--- config.mk ---
export PLATFORM = sky130hd
export DESIGN_NAME = tlv_item_stream_parser
export DESIGN_NICKNAME = d
export VERILOG_FILES = /design/src/sv/tisp_pkg.sv /design/src/sv/tisp_regs.sv /design/src/sv/tisp_front.sv /design/src/sv/tisp_queue.sv /design/src/sv/tisp_back.sv /design/src/sv/tlv_item_stream_parser.sv
export VERILOG_INCLUDE_DIRS = /design/src /design/src/sv
export SDC_FILE = /design/constraint.sdc
export NUM_CORES = 1
export LEC_CHECK = 0
export ABC_CLOCK_PERIOD_IN_PS = 9700
export BUFFER_PORTS_ARGS = -buffer_cell sky130_fd_sc_hd__buf_4
export CORE_MARGIN = 1
export CORE_UTILIZATION = 61
export DETAILED_ROUTE_END_ITERATION = 8
export HOLD_SLACK_MARGIN = 0.02
export PLACE_DENSITY = 0.79
export SLEW_MARGIN = 0
export SYNTH_ARGS = -nofsm -noshare
export SYNTH_HDL_FRONTEND = slang
export SYNTH_SLANG_ARGS = --single-unit
--- constraint.sdc ---
create_clock -name clk -period 9.7 [get_ports clk]
set_input_delay 2.91 -clock clk [delete_from_list [all_inputs] [get_ports clk]]
set_output_delay 2.91 -clock clk [all_outputs]
set_load 0.005 [all_outputs]
--- src/sv/assert_macros.svh ---
// Assertion macros shared by the RTL. They assume the module has clk and arst_n.
`ifndef ASSERT_MACROS_SVH
`define ASSERT_MACROS_SVH

// The condition must never be true at a clock edge outside reset.
`define ASSERT_NEVER(lbl, cond, msg) \
	lbl: assert property (@(posedge clk) disable iff (!arst_n) !(cond)) else $error(msg);

// Whenever the antecedent holds, the consequent holds in the same cycle.
`define ASSERT_IMPLY(lbl, ante, cons, msg) \
	lbl: assert property (@(posedge clk) disable iff (!arst_n) (ante) |-> (cons)) else $error(msg);

`endif

--- src/sv/tisp_pkg.sv ---
package tisp_pkg;

	localparam int QUEUE_DEPTH = 4;

	typedef enum logic [2:0] {
		REG_SWAP_ENABLE = 3'd0,
		REG_TYPE_INT16  = 3'd1,
		REG_TYPE_UINT16 = 3'd2,
		REG_TYPE_INT32  = 3'd3,
		REG_TYPE_UINT32 = 3'd4,
		REG_TYPE_INT64  = 3'd5,
		REG_TYPE_UINT64 = 3'd6
	} reg_index_t;

	typedef enum logic [1:0] {
		ROLE_CODE = 2'd0,
		ROLE_SIZE = 2'd1,
		ROLE_DATA = 2'd2
	} role_t;

	typedef struct packed {
		logic       swap_enable;
		logic [3:0] type_int16;
		logic [3:0] type_uint16;
		logic [3:0] type_int32;
		logic [3:0] type_uint32;
		logic [3:0] type_int64;
		logic [3:0] type_uint64;
	} cfg_t;

	// One front-end decision: one result, or a pair of data words for a 64-bit element.
	typedef struct packed {
		logic        pair;
		logic [31:0] word_a;
		logic [31:0] word_b;
		role_t       role;
		logic [31:0] code;
		logic [31:0] bytes;
		logic        last;
		logic        status;
	} entry_t;

	function automatic logic [31:0] rev32(input logic [31:0] w);
		rev32 = {w[7:0], w[15:8], w[23:16], w[31:24]};
	endfunction

	function automatic logic [31:0] swap_low16(input logic [31:0] w);
		swap_low16 = {w[31:16], w[7:0], w[15:8]};
	endfunction

endpackage

--- src/sv/tisp_regs.sv ---
module tisp_regs (
	input  logic               clk,
	input  logic               arst_n,
	input  logic               psel,
	input  logic               penable,
	input  logic               pwrite,
	input  logic [4:0]         paddr,
	input  logic [31:0]        pwdata,
	output logic [31:0]        prdata,
	output logic               pready,
	output tisp_pkg::cfg_t     cfg
);
	import tisp_pkg::*;

	cfg_t       cfg_q;
	logic       wr_en;
	reg_index_t idx;

	assign pready = 1'b1;
	assign wr_en  = psel && penable && pwrite && pready;
	assign idx    = reg_index_t'(paddr[4:2]);
	assign cfg    = cfg_q;

	always_ff @(posedge clk or negedge arst_n) begin
		if (!arst_n) begin
			cfg_q.swap_enable <= 1'b0;
			cfg_q.type_int16  <= 4'd3;
			cfg_q.type_uint16 <= 4'd4;
			cfg_q.type_int32  <= 4'd5;
			cfg_q.type_uint32 <= 4'd6;
			cfg_q.type_int64  <= 4'd7;
			cfg_q.type_uint64 <= 4'd8;
		end else if (wr_en) begin
			case (idx)
				REG_SWAP_ENABLE: cfg_q.swap_enable <= pwdata[0];
				REG_TYPE_INT16:  cfg_q.type_int16  <= pwdata[3:0];
				REG_TYPE_UINT16: cfg_q.type_uint16 <= pwdata[3:0];
				REG_TYPE_INT32:  cfg_q.type_int32  <= pwdata[3:0];
				REG_TYPE_UINT32: cfg_q.type_uint32 <= pwdata[3:0];
				REG_TYPE_INT64:  cfg_q.type_int64  <= pwdata[3:0];
				REG_TYPE_UINT64: cfg_q.type_uint64 <= pwdata[3:0];
				default: ;
			endcase
		end
	end

	always_comb begin
		case (idx)
			REG_SWAP_ENABLE: prdata = {31'd0, cfg_q.swap_enable};
			REG_TYPE_INT16:  prdata = {28'd0, cfg_q.type_int16};
			REG_TYPE_UINT16: prdata = {28'd0, cfg_q.type_uint16};
			REG_TYPE_INT32:  prdata = {28'd0, cfg_q.type_int32};
			REG_TYPE_UINT32: prdata = {28'd0, cfg_q.type_uint32};
			REG_TYPE_INT64:  prdata = {28'd0, cfg_q.type_int64};
			REG_TYPE_UINT64: prdata = {28'd0, cfg_q.type_uint64};
			default:         prdata = 32'd0;
		endcase
	end

endmodule

--- src/sv/tisp_front.sv ---
module tisp_front (
	input  logic               clk,
	input  logic               arst_n,
	input  tisp_pkg::cfg_t     cfg,
	input  logic [31:0]        body_word,
	input  logic               end_of_message,
	input  logic               body_valid,
	output logic               body_ready,
	input  logic               queue_full,
	output logic               push,
	output tisp_pkg::entry_t   push_entry
);
	import tisp_pkg::*;

	typedef enum logic [1:0] {
		PH_CODE = 2'd0,
		PH_SIZE = 2'd1,
		PH_DATA = 2'd2,
		PH_HOLD = 2'd3
	} phase_t;

	phase_t      phase_q, phase_d;
	logic [29:0] words_left_q, words_left_d;
	logic [31:0] code_q, code_d;
	logic [31:0] size_q, size_d;
	logic        first_q, first_d;
	logic [31:0] held_q;
	logic        accept;
	logic        emit;
	logic        done;
	logic        hold;
	logic        last;
	logic [31:0] sw_word;
	logic [31:0] size_m1;
	logic [3:0]  cur_type;
	logic        is16, is32, is64;
	entry_t      ent;

	assign body_ready = !queue_full;
	assign accept     = body_valid && body_ready;
	assign sw_word    = cfg.swap_enable ? rev32(body_word) : body_word;
	assign size_m1    = sw_word - 32'd1;
	assign cur_type   = code_q[31:28];
	assign is16       = (cur_type == cfg.type_int16) || (cur_type == cfg.type_uint16);
	assign is32       = (cur_type == cfg.type_int32) || (cur_type == cfg.type_uint32);
	assign is64       = (cur_type == cfg.type_int64) || (cur_type == cfg.type_uint64);
	assign last       = (words_left_q == 30'd0);

	always_comb begin
		phase_d      = phase_q;
		words_left_d = words_left_q;
		code_d       = code_q;
		size_d       = size_q;
		first_d      = first_q;
		emit         = 1'b1;
		done         = 1'b0;
		hold         = 1'b0;
		ent.pair     = 1'b0;
		ent.word_a   = sw_word;
		ent.word_b   = rev32(held_q);
		ent.role     = ROLE_DATA;
		ent.code     = code_q;
		ent.bytes    = size_q;
		ent.last     = 1'b0;
		ent.status   = 1'b0;
		case (phase_q)
			PH_CODE: begin
				code_d    = sw_word;
				size_d    = 32'd0;
				ent.role  = ROLE_CODE;
				ent.code  = sw_word;
				ent.bytes = 32'd0;
				phase_d   = PH_SIZE;
			end
			PH_SIZE: begin
				size_d    = sw_word;
				ent.role  = ROLE_SIZE;
				ent.bytes = sw_word;
				if (sw_word == 32'd0) begin
					ent.last = 1'b1;
					done     = 1'b1;
					phase_d  = PH_CODE;
				end else begin
					words_left_d = size_m1[31:2];
					first_d      = 1'b1;
					phase_d      = PH_DATA;
				end
			end
			PH_DATA: begin
				ent.word_a = body_word;
				if (first_q && cfg.swap_enable) begin
					if (is16) begin
						ent.word_a = swap_low16(body_word);
					end else if (is32) begin
						ent.word_a = rev32(body_word);
					end else if (is64) begin
						if (!last && !end_of_message) begin
							hold = 1'b1;
						end else begin
							ent.word_a = rev32(body_word);
						end
					end
				end
				first_d = 1'b0;
				if (hold) begin
					emit         = 1'b0;
					words_left_d = words_left_q - 30'd1;
					phase_d      = PH_HOLD;
				end else begin
					ent.last = last;
					if (last) begin
						done    = 1'b1;
						phase_d = PH_CODE;
					end else begin
						words_left_d = words_left_q - 30'd1;
					end
				end
			end
			PH_HOLD: begin
				ent.pair   = 1'b1;
				ent.word_a = rev32(body_word);
				ent.last   = last;
				if (last) begin
					done    = 1'b1;
					phase_d = PH_CODE;
				end else begin
					words_left_d = words_left_q - 30'd1;
					phase_d      = PH_DATA;
				end
			end
			default: ;
		endcase
		// A message that ends inside an item flags its results and restarts the parse.
		if (end_of_message && !done) begin
			ent.status   = 1'b1;
			phase_d      = PH_CODE;
			words_left_d = 30'd0;
			code_d       = 32'd0;
			size_d       = 32'd0;
			first_d      = 1'b0;
		end
	end

	assign push       = accept && emit;
	assign push_entry = ent;

	always_ff @(posedge clk or negedge arst_n) begin
		if (!arst_n) begin
			phase_q      <= PH_CODE;
			words_left_q <= 30'd0;
			code_q       <= 32'd0;
			size_q       <= 32'd0;
			first_q      <= 1'b0;
		end else if (accept) begin
			phase_q      <= phase_d;
			words_left_q <= words_left_d;
			code_q       <= code_d;
			size_q       <= size_d;
			first_q      <= first_d;
		end
	end

	always_ff @(posedge clk) begin
		if (accept && hold) begin
			held_q <= body_word;
		end
	end

endmodule

--- src/sv/tisp_queue.sv ---
`include "assert_macros.svh"

module tisp_queue (
	input  logic               clk,
	input  logic               arst_n,
	input  logic               push,
	input  tisp_pkg::entry_t   push_entry,
	input  logic               pop,
	output tisp_pkg::entry_t   head,
	output logic               not_empty,
	output logic               full
);
	import tisp_pkg::*;

	localparam int Depth = QUEUE_DEPTH;
	localparam int PtrW  = $clog2(Depth);
	localparam int CntW  = $clog2(Depth + 1);

	entry_t            mem_q [Depth];
	logic [PtrW-1:0]   rd_ptr_q;
	logic [PtrW-1:0]   wr_ptr_q;
	logic [CntW-1:0]   count_q;
	logic              do_pop;

	assign not_empty = (count_q != '0);
	assign full      = (count_q == CntW'(Depth));
	assign head      = mem_q[rd_ptr_q];
	assign do_pop    = pop && not_empty;

	always_ff @(posedge clk) begin
		if (push) begin
			mem_q[wr_ptr_q] <= push_entry;
		end
	end

	always_ff @(posedge clk or negedge arst_n) begin
		if (!arst_n) begin
			rd_ptr_q <= '0;
			wr_ptr_q <= '0;
			count_q  <= '0;
		end else begin
			if (push) begin
				wr_ptr_q <= (wr_ptr_q == PtrW'(Depth - 1)) ? '0 : wr_ptr_q + PtrW'(1);
			end
			if (do_pop) begin
				rd_ptr_q <= (rd_ptr_q == PtrW'(Depth - 1)) ? '0 : rd_ptr_q + PtrW'(1);
			end
			if (push && !do_pop) begin
				count_q <= count_q + CntW'(1);
			end else if (!push && do_pop) begin
				count_q <= count_q - CntW'(1);
			end
		end
	end

	`ASSERT_NEVER(a_push_full, push && full && !do_pop, "push into a full queue")
	`ASSERT_NEVER(a_count_range, count_q > CntW'(Depth), "queue count out of range")

endmodule

--- src/sv/tisp_back.sv ---
`include "assert_macros.svh"

module tisp_back (
	input  logic               clk,
	input  logic               arst_n,
	input  tisp_pkg::entry_t   head,
	input  logic               not_empty,
	output logic               pop,
	output logic               result_valid,
	input  logic               result_ready,
	output logic [31:0]        word_out,
	output logic [1:0]         word_role,
	output logic [27:0]        item_code,
	output logic [3:0]         item_type,
	output logic [31:0]        byte_count,
	output logic               item_last,
	output logic               status
);
	import tisp_pkg::*;

	logic        valid_q;
	logic        second_q;
	logic        load;
	logic        first_of_pair;
	logic [31:0] word_q;
	role_t       role_q;
	logic [31:0] code_q;
	logic [31:0] bytes_q;
	logic        last_q;
	logic        status_q;

	assign load          = not_empty && (!valid_q || result_ready);
	assign first_of_pair = head.pair && !second_q;
	assign pop           = load && !first_of_pair;

	always_ff @(posedge clk or negedge arst_n) begin
		if (!arst_n) begin
			valid_q  <= 1'b0;
			second_q <= 1'b0;
		end else if (load) begin
			valid_q  <= 1'b1;
			second_q <= first_of_pair;
		end else if (result_ready) begin
			valid_q <= 1'b0;
		end
	end

	always_ff @(posedge clk) begin
		if (load) begin
			word_q   <= second_q ? head.word_b : head.word_a;
			role_q   <= head.role;
			code_q   <= head.code;
			bytes_q  <= head.bytes;
			last_q   <= first_of_pair ? 1'b0 : head.last;
			status_q <= head.status;
		end
	end

	assign result_valid = valid_q;
	assign word_out     = word_q;
	assign word_role    = role_q;
	assign item_code    = code_q[27:0];
	assign item_type    = code_q[31:28];
	assign byte_count   = bytes_q;
	assign item_last    = last_q;
	assign status       = status_q;

	`ASSERT_IMPLY(a_pair_order, pop && head.pair, second_q, "pair popped before its second word")

endmodule

--- src/sv/tlv_item_stream_parser.sv ---
// Channel   Signals                                        Direction
// body      body_valid, body_ready, body_word, end_of_message  in
// result    result_valid, result_ready, word_out .. status     out
// config    psel, penable, pwrite, paddr, pwdata, prdata, pready  APB
//
// The front parser takes one body word per cycle while its four-entry queue has room.
// The back end delivers one result per cycle from a registered output stage unless stalled.
// A held 64-bit first word yields no result; the next word yields two, so the rate stays one.
// An accepted word passes through the queue and then the output register to its first result.
// Reset is asynchronous and active low, clears the parse state and sets register defaults.
module tlv_item_stream_parser (
	input  logic        clk,
	input  logic        arst_n,
	input  logic        psel,
	input  logic        penable,
	input  logic        pwrite,
	input  logic [4:0]  paddr,
	input  logic [31:0] pwdata,
	output logic [31:0] prdata,
	output logic        pready,
	input  logic        body_valid,
	output logic        body_ready,
	input  logic [31:0] body_word,
	input  logic        end_of_message,
	output logic        result_valid,
	input  logic        result_ready,
	output logic [31:0] word_out,
	output logic [1:0]  word_role,
	output logic [27:0] item_code,
	output logic [3:0]  item_type,
	output logic [31:0] byte_count,
	output logic        item_last,
	output logic        status
);
	import tisp_pkg::*;

	cfg_t   cfg;
	entry_t push_entry;
	entry_t head;
	logic   push;
	logic   pop;
	logic   not_empty;
	logic   full;

	tisp_regs u_regs (
		.clk     (clk),
		.arst_n  (arst_n),
		.psel    (psel),
		.penable (penable),
		.pwrite  (pwrite),
		.paddr   (paddr),
		.pwdata  (pwdata),
		.prdata  (prdata),
		.pready  (pready),
		.cfg     (cfg)
	);

	tisp_front u_front (
		.clk            (clk),
		.arst_n         (arst_n),
		.cfg            (cfg),
		.body_word      (body_word),
		.end_of_message (end_of_message),
		.body_valid     (body_valid),
		.body_ready     (body_ready),
		.queue_full     (full),
		.push           (push),
		.push_entry     (push_entry)
	);

	tisp_queue u_queue (
		.clk        (clk),
		.arst_n     (arst_n),
		.push       (push),
		.push_entry (push_entry),
		.pop        (pop),
		.head       (head),
		.not_empty  (not_empty),
		.full       (full)
	);

	tisp_back u_back (
		.clk          (clk),
		.arst_n       (arst_n),
		.head         (head),
		.not_empty    (not_empty),
		.pop          (pop),
		.result_valid (result_valid),
		.result_ready (result_ready),
		.word_out     (word_out),
		.word_role    (word_role),
		.item_code    (item_code),
		.item_type    (item_type),
		.byte_count   (byte_count),
		.item_last    (item_last),
		.status       (status)
	);

endmodule
==> results.md <==
- Final number of max-transition violations: 0
- Cells after DPL: 2868
- Sequential area share after synthesis: 69.06%
- WL per Instance: 27.29 um
- RSZ-0062 raised after global routing: false
- Core ar.: 0.05413 sq mm
- Most used standard cells in the synthesized netlist: sky130_fd_sc_hd__edfxtp_1, sky130_fd_sc_hd__nand2_1, sky130_fd_sc_hd__mux4_2
- Row Count: 85
- Clock transition at the registers of the reported paths: 0.06 ns
- Worst supply voltage drop on vdd: 0.0002733 V
- Average cell area after synthesis: 15.77 sq um
- Buf+Inv Stages, Crit Path: 2
- TritonCTS Sinks: 795
- Family with the most delay on the worst path: compound AO/OA/AOI/OAI gates
- Post-synthesis instance total: 2133
- Last weighted congestion value of the routability-driven placer: 0.9537
- Nature of the critical path endpoint: output port
- Via Count: 19.92k
- Post-synthesis async set-or-reset flop share: 16.48%
- Maximum number of pins on one net before global-route repair: 134
- Power per cell area: 325.1 mW/mm^2
- Layout Area Growth over Synthesis: 12.43%
- Number of distinct standard cells referenced by the synthesized netlist: 79
- Peak Freq: 145.8 MHz
- Post-synth top area cell: sky130_fd_sc_hd__edfxtp_1
- Seq cells post-synth: 795
- Post-synth top area share: 59.27%
- Starting utilization of the core area: 62.14%
- Number of buffers added by the clock tree synthesis step: 78
- Layout Cells excl Fill: 3013
- Outcome: complete, no violations
- Post-CTS Repair Setup Buffers: 0
- Top cells by area in the synthesized netlist: sky130_fd_sc_hd__edfxtp_1, sky130_fd_sc_hd__mux4_2, sky130_fd_sc_hd__dfrtp_1
- Count of final hold-check violations: 0
- Max Fanout on Critical Path: 9
- Clock period minus final worst setup slack: 6.859 ns
- Number of enable-type register cells in the synthesized netlist: 664
- Area of the mapped netlist: 0.03364 sq mm
- Worst Setup Start Kind: primary input
- Count of buffers inserted at the top-level ports: 152
- Remaining global-route overflow: 0
- Required arrival time at the worst endpoint: 6.79 ns
- Most common cell in the netlist: sky130_fd_sc_hd__edfxtp_1
- Clock root buffer master: sky130_fd_sc_hd__clkbuf_16
- Clock Latency Late Sink: 0.63 ns
- Die Span Y: 236.8 um
- Ys flop type: sky130_fd_sc_hd__edfxtp_1
- DRC violations left: 0
- Max-capacitance violation count: 0
- Arr. time, crit path: 3.95 ns
- Tightest Pin Transition: 1.293 ns
- Synth Warn #: 0
- Number of gates given a new drive strength after cts: 0
- Overall routed net length: 82.24 mm
- Min-Delay Path Class: reg -> reg
- Most prevalent standard cell on the critical path: sky130_fd_sc_hd__buf_4
- Final setup viols: 0
- Pleak: 13.30 nW
- Count of hold-fix buffers inserted at cts: 0
- Global-route usage over all layers: 29.83%
- Number of iterations in the first detailed-routing pass: 6
- Die ar.: 0.05609 sq mm
- Via count normalized by instance count: 6.611
- Biggest cell delay along the critical path: 0.36 ns
- Critical Path Slowest Stage Cell: sky130_fd_sc_hd__mux2_2
- Category of the most critical setup path: in -> out
- Ratio of cells with drive above 1 in the final layout: 25.00%
- IO Pins: 212
- Share of the clock period used by the worst path after layout: 70.71%
- Number of DRC markers after the initial detailed-route iteration: 2500
- Hpwl dp: 48.44 mm
- Buffer levels on the longest clock path: 3
- Htree depth: 3
- Setup TNS: 0 ns
- Worst-case headroom to the max-slew limit: 11.31%
- Chip Width: 236.8 um
- Via count of the first global-routing pass: 19.56k
- Ordered cell list for the critical path: buf_4 -> mux2_2 -> a221oi_1 -> a21oi_1 -> buf_4
- Net total in the final layout: 2341
- Wire length of the first global-routing pass: 124.1 mm
- Antenna violations before repair: 3
- Count of antenna-violating nets left after detailed routing: 0
- Clock Skews: 0.02722 ns
- Clock tree from TritonCTS: built
metal layers:
metal / up-vias / part of all wire, % / GRT usage (%)
met5: - / 0 / 0
met4: 0 / 3.8 / 12.20
met2: 1088 / 48 / 46.57
li1: 8513 / - / -
met1: 10150 / 40 / 43.07
met3: 169 / 8.3 / 4.115
sequential cells by signal, indices dropped and copies added, names as in the netlist, 2 cells and up:
name / flops
u_queue.mem_q: 532
u_back.byte_count: 32
u_back.code_q: 32
u_back.word_out: 32
u_front.code_q: 32
u_front.held_q: 32
u_front.size_q: 32
u_front.words_left_q: 30
u_regs.cfg: 25
u_queue.count_q: 3
u_back.word_role: 2
u_front.phase_q: 2
u_queue.rd_ptr_q: 2
u_queue.wr_ptr_q: 2
power breakdown:
group          total, mW  internal, mW  switching, mW
clock network       2.98          1.70           1.28
registers           5.54          5.06          0.480
logic               3.78          1.58           2.20
placed cells by master, fill, tap and decap left out, types with 16 or more instances in the layout:
cell type / instances
sky130_fd_sc_hd__mux4_2: 134
sky130_fd_sc_hd__xnor2_1: 29
sky130_fd_sc_hd__buf_4: 188
sky130_fd_sc_hd__a221o_1: 20
sky130_fd_sc_hd__a21oi_1: 61
sky130_fd_sc_hd__nor2_1: 74
sky130_fd_sc_hd__mux2i_1: 48
sky130_fd_sc_hd__o22ai_1: 22
sky130_fd_sc_hd__dfrtp_1: 117
sky130_fd_sc_hd__nand2_1: 223
sky130_fd_sc_hd__a2bb2oi_1: 17
sky130_fd_sc_hd__xor2_1: 19
sky130_fd_sc_hd__o21ai_0: 131
sky130_fd_sc_hd__clkbuf_1: 20
sky130_fd_sc_hd__clkbuf_16: 79
sky130_fd_sc_hd__nand3_1: 16
sky130_fd_sc_hd__inv_1: 28
sky130_fd_sc_hd__mux2_2: 87
sky130_fd_sc_hd__edfxtp_1: 664
sky130_fd_sc_hd__nor3_1: 35
sky130_fd_sc_hd__conb_1: 29
sky130_fd_sc_hd__o221a_2: 16
worst paths after layout:
check	startpoint	to	slack, ns	cells past startpoint
setup reg to reg	u_front.words_left_q[4]	u_queue.mem_q[0][22]	4.61	7
hold / removal	u_front.code_q[16]	u_front.code_q[16]	0.48	2
min in group asynchronous	arst_n	u_queue.wr_ptr_q[1]	2.22	1
hold reg to reg	u_front.code_q[16]	u_front.code_q[16]	0.48	2
max in group asynchronous	arst_n	u_front.size_q[3]	5.60	3
setup / recovery	paddr[3]	prdata[3]	2.84	5
tightest hold or removal path, delay by kind of cell, from the launching register on:
kind | cells | cell delay, ns
flip-flops | 1 | 0.34
AO/OA/AOI/OAI | 1 | 0.06
AND/OR/NAND/NOR | 1 | 0.05
cells by family after synthesis:
logic type	Yosys count	synth area share (%)
xor+xnor	48	1.250
flops	795	69.06
simple gates	439	6.074
mux	269	13.31
buf+inv	207	2.737
other cells	2	0.02232
fa+ha+maj	12	0.4686
compound gates	361	7.082
per-stage QoR:
step / area (sq um) / hold slack [ns] / util (%) / setup slack, ns / power, mW
4_1_cts: 37820 / 0.4819 / 69.86 / 2.852 / 12.34
5_1_grt: 37820 / 0.5100 / 69.87 / 2.801 / 12.82
6_report: 37820 / 0.4828 / 69.87 / 2.841 / 12.30
3_3_place_gp: 35300 / 0.4578 / 65.20 / 2.835 / 9.143
3_5_place_dp: 35300 / 0.4701 / 65.20 / 2.859 / 9.326
2_1_floorplan: 33740 / 0.4460 / - / 0.2391 / 7.966
area by class of cell:
| cell class | count | area, sq um |
|---|---|---|
| Sequential cell | 795 | 23240 |
| Fill cell | 3334 | 16310 |
| Multi-Input combinational cell | 1158 | 9624 |
| Clock buffer | 106 | 2148 |
| Timing Repair Buffer | 190 | 1451 |
| Tap cell | 696 | 870.8 |
| Clock inverter | 38 | 376.6 |
| Inverter | 29 | 108.9 |
| Antenna cell | 1 | 2.502 |
Note: power is estimated with default switching activity, not from simulation.
